===== src/hdl/fcs_pkg.sv =====
// Shared types and constants for the FIFO counting semaphore.
package fcs_pkg;

    localparam int CAPACITY_BITS = 16;
    localparam logic [CAPACITY_BITS-1:0] CAPACITY_RESET = 16'd1;

    typedef enum logic [2:0] {
        ST_IDLE  = 3'b001,
        ST_READ  = 3'b010,
        ST_CHECK = 3'b100
    } fcs_state_t;

    typedef enum logic [0:0] {
        ALU_SUB_SAT = 1'b0,
        ALU_ADD     = 1'b1
    } alu_op_t;

endpackage


===== src/hdl/fcs_ram.sv =====
// Generic single-write, single-read RAM with registered read data.
module fcs_ram #(
    parameter int DATA_W = 24,
    parameter int DEPTH  = 16
) (
    input  logic                                  clk,
    input  logic                                  we,
    input  logic [(DEPTH > 1 ? $clog2(DEPTH) : 1)-1:0] waddr,
    input  logic [DATA_W-1:0]                     wdata,
    input  logic                                  re,
    input  logic [(DEPTH > 1 ? $clog2(DEPTH) : 1)-1:0] raddr,
    output logic [DATA_W-1:0]                     rdata
);

    logic [DATA_W-1:0] mem [DEPTH];
    logic [DATA_W-1:0] rdata_reg;

    always_ff @(posedge clk)
    begin
        if (we)
        begin
            mem[waddr] <= wdata;
        end
        if (re)
        begin
            rdata_reg <= mem[raddr];
        end
    end

    assign rdata = rdata_reg;

endmodule


===== src/hdl/fcs_alu.sv =====
// Shared arithmetic unit: saturating release, grant add and head fit compare.
module fcs_alu import fcs_pkg::*; #(
    parameter int AMOUNT_BITS = 16
) (
    input  alu_op_t                  op,
    input  logic [AMOUNT_BITS-1:0]   held,
    input  logic [AMOUNT_BITS-1:0]   operand,
    input  logic [CAPACITY_BITS-1:0] capacity,
    output logic [AMOUNT_BITS-1:0]   result,
    output logic                     fits
);

    localparam int W = (AMOUNT_BITS > CAPACITY_BITS) ? AMOUNT_BITS : CAPACITY_BITS;

    logic [W:0] held_x;
    logic [W:0] opnd_x;
    logic [W:0] cap_x;
    logic [W:0] sum_x;

    assign held_x = (W+1)'(held);
    assign opnd_x = (W+1)'(operand);
    assign cap_x  = (W+1)'(capacity);
    assign sum_x  = held_x + opnd_x;

    // An empty count lets any request through, even one above capacity.
    assign fits = (held == '0) || ((held_x < cap_x) && (sum_x <= cap_x));

    always_comb
    begin
        case (op)
            ALU_ADD:     result = sum_x[AMOUNT_BITS-1:0];
            ALU_SUB_SAT: result = (operand >= held) ? '0 : held - operand;
            default:     result = held;
        endcase
    end

endmodule


===== src/hdl/fifo_counting_semaphore.sv =====
// Top level of the FIFO counting semaphore: sequencer, queue and output register.
//
//  channel | direction | handshake            | payload
//  --------+-----------+----------------------+--------------------------------------------
//  in      | input     | in_valid / in_stall  | req_type, requester_id, amount
//  out     | output    | out_valid / out_stall| grant_requester, grant_amount, rejected,
//          |           |                      | last_result
//  cfg     | input     | cfg_write_en         | cfg_write_data (capacity)
//
// An item is accepted in ST_IDLE, then each grant takes a queue read (ST_READ) and a fit
// check (ST_CHECK), and a final head check ends the item, or ST_READ alone when the queue
// has run empty. The queue RAM has one read port, read once per head check.
// A rejected request finishes in its accept cycle. Reset clears count, pointers and
// occupancy at once; capacity resets to 1. A stalled output holds the sequencer.
module fifo_counting_semaphore import fcs_pkg::*; #(
    parameter int QUEUE_DEPTH       = 16,
    parameter int REQUESTER_ID_BITS = 8,
    parameter int AMOUNT_BITS       = 16
) (
    input  logic                         clk,
    input  logic                         rst_n,
    input  logic                         in_valid,
    output logic                         in_stall,
    input  logic                         req_type,
    input  logic [REQUESTER_ID_BITS-1:0] requester_id,
    input  logic [AMOUNT_BITS-1:0]       amount,
    output logic                         out_valid,
    input  logic                         out_stall,
    output logic [REQUESTER_ID_BITS-1:0] grant_requester,
    output logic [AMOUNT_BITS-1:0]       grant_amount,
    output logic                         rejected,
    output logic                         last_result,
    input  logic                         cfg_write_en,
    input  logic [CAPACITY_BITS-1:0]     cfg_write_data
);

    localparam int PTR_W   = (QUEUE_DEPTH > 1) ? $clog2(QUEUE_DEPTH) : 1;
    localparam int OCC_W   = $clog2(QUEUE_DEPTH + 1);
    localparam int ENTRY_W = REQUESTER_ID_BITS + AMOUNT_BITS;
    localparam logic [PTR_W-1:0] LAST_SLOT = PTR_W'(QUEUE_DEPTH - 1);
    localparam logic [OCC_W-1:0] FULL_OCC  = OCC_W'(QUEUE_DEPTH);

    fcs_state_t state_reg, state_next;
    logic [CAPACITY_BITS-1:0]     cap_reg;
    logic [AMOUNT_BITS-1:0]       held_reg, held_next;
    logic [PTR_W-1:0]             head_reg, head_next;
    logic [PTR_W-1:0]             tail_reg, tail_next;
    logic [OCC_W-1:0]             occ_reg, occ_next;
    logic                         pend_valid_reg, pend_valid_next;
    logic [REQUESTER_ID_BITS-1:0] pend_who_reg, pend_who_next;
    logic [AMOUNT_BITS-1:0]       pend_amt_reg, pend_amt_next;
    logic                         out_valid_reg, out_valid_next;
    logic [REQUESTER_ID_BITS-1:0] out_who_reg, out_who_next;
    logic [AMOUNT_BITS-1:0]       out_amt_reg, out_amt_next;
    logic                         out_rej_reg, out_rej_next;
    logic                         out_last_reg, out_last_next;

    logic                         out_free;
    logic                         in_accept;
    logic [AMOUNT_BITS-1:0]       amt_eff;
    logic                         ram_we;
    logic                         ram_re;
    logic [ENTRY_W-1:0]           ram_rdata;
    logic [REQUESTER_ID_BITS-1:0] rd_who;
    logic [AMOUNT_BITS-1:0]       rd_amt;
    alu_op_t                      alu_op;
    logic [AMOUNT_BITS-1:0]       alu_operand;
    logic [AMOUNT_BITS-1:0]       alu_result;
    logic                         alu_fits;

    assign out_free  = !out_valid_reg || !out_stall;
    assign in_stall  = !((state_reg == ST_IDLE) && out_free);
    assign in_accept = in_valid && !in_stall;
    assign amt_eff   = (amount == '0) ? AMOUNT_BITS'(1) : amount;
    assign rd_who    = ram_rdata[ENTRY_W-1 -: REQUESTER_ID_BITS];
    assign rd_amt    = ram_rdata[AMOUNT_BITS-1:0];
    assign ram_we    = in_accept && !req_type && (occ_reg != FULL_OCC);

    fcs_ram #(
        .DATA_W (ENTRY_W),
        .DEPTH  (QUEUE_DEPTH)
    ) u_queue (
        .clk   (clk),
        .we    (ram_we),
        .waddr (tail_reg),
        .wdata ({requester_id, amt_eff}),
        .re    (ram_re),
        .raddr (head_reg),
        .rdata (ram_rdata)
    );

    fcs_alu #(
        .AMOUNT_BITS (AMOUNT_BITS)
    ) u_alu (
        .op       (alu_op),
        .held     (held_reg),
        .operand  (alu_operand),
        .capacity (cap_reg),
        .result   (alu_result),
        .fits     (alu_fits)
    );

    always_comb
    begin
        state_next      = state_reg;
        held_next       = held_reg;
        head_next       = head_reg;
        tail_next       = tail_reg;
        occ_next        = occ_reg;
        pend_valid_next = pend_valid_reg;
        pend_who_next   = pend_who_reg;
        pend_amt_next   = pend_amt_reg;
        out_valid_next  = out_valid_reg && out_stall;
        out_who_next    = out_who_reg;
        out_amt_next    = out_amt_reg;
        out_rej_next    = out_rej_reg;
        out_last_next   = out_last_reg;
        ram_re          = 1'b0;
        alu_op          = ALU_SUB_SAT;
        alu_operand     = amount;

        case (state_reg)
            ST_IDLE:
            begin
                if (in_accept)
                begin
                    if (req_type)
                    begin
                        held_next  = alu_result;
                        state_next = ST_READ;
                    end
                    else if (occ_reg == FULL_OCC)
                    begin
                        // Drop the request and answer with a lone reject word.
                        out_valid_next = 1'b1;
                        out_who_next   = '0;
                        out_amt_next   = '0;
                        out_rej_next   = 1'b1;
                        out_last_next  = 1'b1;
                    end
                    else
                    begin
                        tail_next  = (tail_reg == LAST_SLOT) ? '0 : tail_reg + 1'b1;
                        occ_next   = occ_reg + 1'b1;
                        state_next = ST_READ;
                    end
                end
            end

            ST_READ:
            begin
                if (occ_reg != '0)
                begin
                    ram_re     = 1'b1;
                    state_next = ST_CHECK;
                end
                else if (!pend_valid_reg)
                begin
                    state_next = ST_IDLE;
                end
                else if (out_free)
                begin
                    out_valid_next  = 1'b1;
                    out_who_next    = pend_who_reg;
                    out_amt_next    = pend_amt_reg;
                    out_rej_next    = 1'b0;
                    out_last_next   = 1'b1;
                    pend_valid_next = 1'b0;
                    state_next      = ST_IDLE;
                end
            end

            ST_CHECK:
            begin
                alu_op      = ALU_ADD;
                alu_operand = rd_amt;
                // Hold the grant back in the pending register so the final one can carry last.
                if (!pend_valid_reg || out_free)
                begin
                    if (pend_valid_reg)
                    begin
                        out_valid_next = 1'b1;
                        out_who_next   = pend_who_reg;
                        out_amt_next   = pend_amt_reg;
                        out_rej_next   = 1'b0;
                        out_last_next  = !alu_fits;
                    end
                    if (alu_fits)
                    begin
                        pend_valid_next = 1'b1;
                        pend_who_next   = rd_who;
                        pend_amt_next   = rd_amt;
                        held_next       = alu_result;
                        head_next       = (head_reg == LAST_SLOT) ? '0 : head_reg + 1'b1;
                        occ_next        = occ_reg - 1'b1;
                        state_next      = ST_READ;
                    end
                    else
                    begin
                        pend_valid_next = 1'b0;
                        state_next      = ST_IDLE;
                    end
                end
            end

            default:
            begin
                state_next = ST_IDLE;
            end
        endcase
    end

    always_ff @(posedge clk or negedge rst_n)
    begin
        if (!rst_n)
        begin
            state_reg      <= ST_IDLE;
            cap_reg        <= CAPACITY_RESET;
            held_reg       <= '0;
            head_reg       <= '0;
            tail_reg       <= '0;
            occ_reg        <= '0;
            pend_valid_reg <= 1'b0;
            out_valid_reg  <= 1'b0;
        end
        else
        begin
            state_reg      <= state_next;
            held_reg       <= held_next;
            head_reg       <= head_next;
            tail_reg       <= tail_next;
            occ_reg        <= occ_next;
            pend_valid_reg <= pend_valid_next;
            out_valid_reg  <= out_valid_next;
            if (cfg_write_en)
            begin
                cap_reg <= cfg_write_data;
            end
        end
    end

    always_ff @(posedge clk)
    begin
        pend_who_reg <= pend_who_next;
        pend_amt_reg <= pend_amt_next;
        out_who_reg  <= out_who_next;
        out_amt_reg  <= out_amt_next;
        out_rej_reg  <= out_rej_next;
        out_last_reg <= out_last_next;
    end

    assign out_valid       = out_valid_reg;
    assign grant_requester = out_who_reg;
    assign grant_amount    = out_amt_reg;
    assign rejected        = out_rej_reg;
    assign last_result     = out_last_reg;

    a_occ_bound: assert property (@(posedge clk) disable iff (!rst_n)
        occ_reg <= FULL_OCC)
        else $error("queue occupancy above depth");

    a_ptr_match: assert property (@(posedge clk) disable iff (!rst_n)
        (occ_reg == '0 || occ_reg == FULL_OCC) |-> head_reg == tail_reg)
        else $error("head and tail disagree with occupancy");

    a_idle_no_pend: assert property (@(posedge clk) disable iff (!rst_n)
        state_reg == ST_IDLE |-> !pend_valid_reg)
        else $error("grant left pending at end of item");

    a_reject_last: assert property (@(posedge clk) disable iff (!rst_n)
        (out_valid_reg && out_rej_reg) |-> (out_last_reg && out_amt_reg == '0))
        else $error("reject word not a lone last word");

    a_grant_nonzero: assert property (@(posedge clk) disable iff (!rst_n)
        (out_valid_reg && !out_rej_reg) |-> out_amt_reg != '0)
        else $error("grant of zero units");

endmodule

===== config.mk =====
export PLATFORM = sky130hd
export DESIGN_NAME = fifo_counting_semaphore
export DESIGN_NICKNAME = d
export VERILOG_FILES = /design/src/hdl/fcs_pkg.sv /design/src/hdl/fcs_ram.sv /design/src/hdl/fcs_alu.sv /design/src/hdl/fifo_counting_semaphore.sv
export SDC_FILE = /design/constraint.sdc
export NUM_CORES = 1
export LEC_CHECK = 0
export BUFFER_PORTS_ARGS = -buffer_cell sky130_fd_sc_hd__buf_2
export CAP_MARGIN = 10
export CORE_UTILIZATION = 67
export DETAILED_ROUTE_END_ITERATION = 16
export PLACE_DENSITY = 0.95
export SLEW_MARGIN = 10
export SYNTH_ARGS = -nofsm -noshare
export SYNTH_HDL_FRONTEND = slang
export SYNTH_HIERARCHICAL = 1
export SYNTH_SLANG_ARGS = --single-unit

===== constraint.sdc =====
create_clock -name clk -period 12.4 [get_ports clk]
set_clock_uncertainty 0.15 [all_clocks]
set_input_delay 3.72 -clock clk [delete_from_list [all_inputs] [get_ports clk]]
set_output_delay 3.72 -clock clk [all_outputs]
set_load 0.005 [all_outputs]

==> impl_metrics.tcl <==
set metrics [dict create \
    nets 1496 \
    via_per_inst 7.17 \
    io_buffer_count 73 \
    grt_pass1_vias 13334 \
    start_util 0.682 \
    p_per_area_nw_per_um2 211 \
    synth_nets 1422 \
    cts_resized 0 \
    ir_drop_mv 0.140 \
    largest_reg_flops 384 \
    min_path_type "flip-flop to flip-flop" \
    required_ns 12.72 \
    max_freq_mhz 103 \
    grt_usage 0.351 \
    synth_edf_count 458 \
    postRouteAntennaNets 0 \
    syn_area_um2 22300 \
    worstSetupEndpointType "flip-flop" \
    ioPinCount 74 \
    layout_common_cells "458 x edfxtp_1, 96 x mux4_2, 73 x buf_2, 68 x ha_1, 53 x mux2_2" \
    mostFrequentLayoutCell "edfxtp_1" \
    cts_root_buffer "clkbuf_16" \
    hold_violations 0 \
    slew_headroom 0.218 \
    clkTransAtPathRegs_ns 0.07 \
    path_common_cell "inv_1" \
    cts_buffers 49 \
    area_growth_pct 10.7 \
    drt-total-wl_um 58200 \
    max_cap_viol_count 0 \
    ys_ff_latch 508 \
    cts_setup_buffers 0 \
    yosys_warnings 6 \
    grt_max_degree 56 \
    die_h_um 184 \
    path_cells "buf_2, mux2_2, inv_1, ha_1, inv_1, a221oi_2, a2111oi_2, o41ai_2, xnor2_1, ha_1, and3_1, a221o_1, a31oi_1, a21oi_1, o31ai_1, and4bb_2, inv_1, a21oi_2, buf_4, nand4_1, o21ai_0" \
    grt_overflow 0 \
    hold_buffers 0 \
    status "finished, final reports clean" \
    worstMarginPinSlew_ns 1.16 \
    cts_tree "yes" \
    clock-sinks 508 \
    drive_above_1_share 0.264 \
    layout_min_cycle_time_ns 9.70 \
    ys_seq_area_frac 0.674 \
    grt_pass1_wl_um 84800 \
    cp_max_fo 18 \
    crit_type "primary input to flip-flop" \
    finalSetupTns_ns 0 \
    cp.arrival_ns 10.02 \
    detail_route.first_pass.iterations 8 \
    die_w_um 184 \
    antenna_found_initial 2 \
    core_area_um2 32600 \
    timing.hold.ws_ns 0.276 \
    drc_errors 0 \
    syn_inst 1305 \
    place_congestion 0.953 \
    slowest_stage "a21oi_2" \
    cts_max_level 2 \
    dp_hpwl_um 32600 \
    async_reset_ff_frac 0.0984 \
    fin_crit_sh 0.782 \
    power_leakage_nw 8.59 \
    finalSetupViolCount 0 \
    synth_cell_types 82 \
    drtIter0Drc 1854 \
    dieArea_um2 34000 \
    fillers 1688 \
    via_count 13319 \
    clockBufferDepth 3 \
    critical_path.max_stage_delay_ns 0.83 \
    cp-start-kind "primary input" \
    insertion_delay_ns 0.57 \
    wl_per_cell_um 31.3 \
    rsz0062_at_grt "false" \
    ys.flop_type "edfxtp_1" \
    drv_slew 0 \
    rows 66 \
    synth_area_per_cell_um2 17.1 \
]
## Yosys cell counts (4+ instances only)
master	instances	area, um2
xnor2_1	16	140
a211oi_1	4	30.0
clkbuf_1	42	158
a31oi_1	6	37.5
nand4_1	9	56.3
a221oi_1	7	61.3
o31a_1	4	35.0
nand3_1	11	55.1
inv_1	48	180
buf_4	4	30.0
o21ai_0	20	100
buf_2	19	95.1
buf_6	11	124
xor2_1	5	43.8
a22oi_1	49	368
o31ai_1	10	75.1
a21o_1	13	97.6
mux2_2	53	597
nor4_1	11	68.8
a21oi_1	40	200
dfrtp_1	48	1200
nor2_1	49	184
and3_1	4	25.0
mux4_2	96	2160
edfxtp_1	458	13800
nand2_1	46	173
nor2b_1	7	43.8
o21bai_1	5	37.5
nand3b_1	4	30.0
o211ai_1	4	30.0
or3_1	4	25.0
ha_1	68	851
nand2b_1	12	75.1
and2_1	28	175
nor3_1	12	60.1
## cells by family (layout without fill, tap and decap cells)
group,count (synthesis),after routing,share of synthesized area
xor+xnor,21,21,0.00826
simple gates,214,214,0.0510
fa+ha+maj,71,71,0.0409
other cells,0,1,0
mux,152,152,0.126
flops,508,508,0.674
buf+inv,126,235,0.0269
compound gates,213,213,0.0728
## per-stage QoR
step | utilization | std cells | worst slack [ns] | total power, mW | instance area, um2
2_1_floorplan | - | 1305 | 2.96 | 3.30 | 22300
3_3_place_gp | 0.707 | 1770 | 2.56 | 3.61 | 23100
3_5_place_dp | 0.707 | 1770 | 2.30 | 3.67 | 23100
4_1_cts | 0.755 | 1856 | 2.79 | 5.17 | 24600
5_1_grt | 0.756 | 1857 | 2.50 | 5.38 | 24600
6_report | 0.756 | 1857 | 2.70 | 5.20 | 24600
## where the power goes
part           switching (mW)  internal [mW]  leakage [nW]  total, mW
logic                   0.859          0.672          3.07       1.53
clock network           0.646          0.841         0.767       1.49
registers               0.153           2.02          4.75       2.18
total                    1.66           3.54          8.59       5.20
## worst max-delay path: cells and delay by family
family / cells / cell delay, ns
AOI/OAI and AO/OA: 9 / 3.28
xor gates and xnor gates: 1 / 0.18
adders and majority gates: 2 / 0.77
buffers and inverters: 5 / 0.98
muxes: 1 / 0.27
and+or+nand+nor: 3 / 0.79
## per-layer routing
metal  wire, um  track usage  share of wire  up-vias
li1           -            -              -     5354
met1      20500        0.462           0.35     6599
met2      27700        0.565           0.48     1117
met3       6550       0.0682           0.11      247
met4       3340        0.183          0.057        2
met5         11            0        0.00019        -
## worst paths after layout
path                                   startpoint  depth (start not counted)              end  slack [ns]
worst min-delay path            u_queue/rdata[20]                          0  pend_who_reg[4]        0.28
worst min register to register  u_queue/rdata[20]                          0  pend_who_reg[4]        0.28
worst max register to register       state_reg[2]                         22      head_reg[3]        4.36
max in group asynchronous                   rst_n                          2      head_reg[0]        8.46
worst max-delay path                    amount[5]                         21      head_reg[3]        2.70
min in group asynchronous                   rst_n                          2        out_valid        3.13
## layout make-up
type                       instances  area [um2]  share of cell area
sequential                       508       15000               0.609
multi-input combinational        671        6740               0.274
clock buffer                      55        1270              0.0515
timing repair buffer             101         576              0.0234
tap                              442         553              0.0224
clock inverter                    31         305              0.0124
inverter                          48         180             0.00731
antenna                            1        2.50            0.000102
No activity file was read; power rests on OpenSTA's default activity.
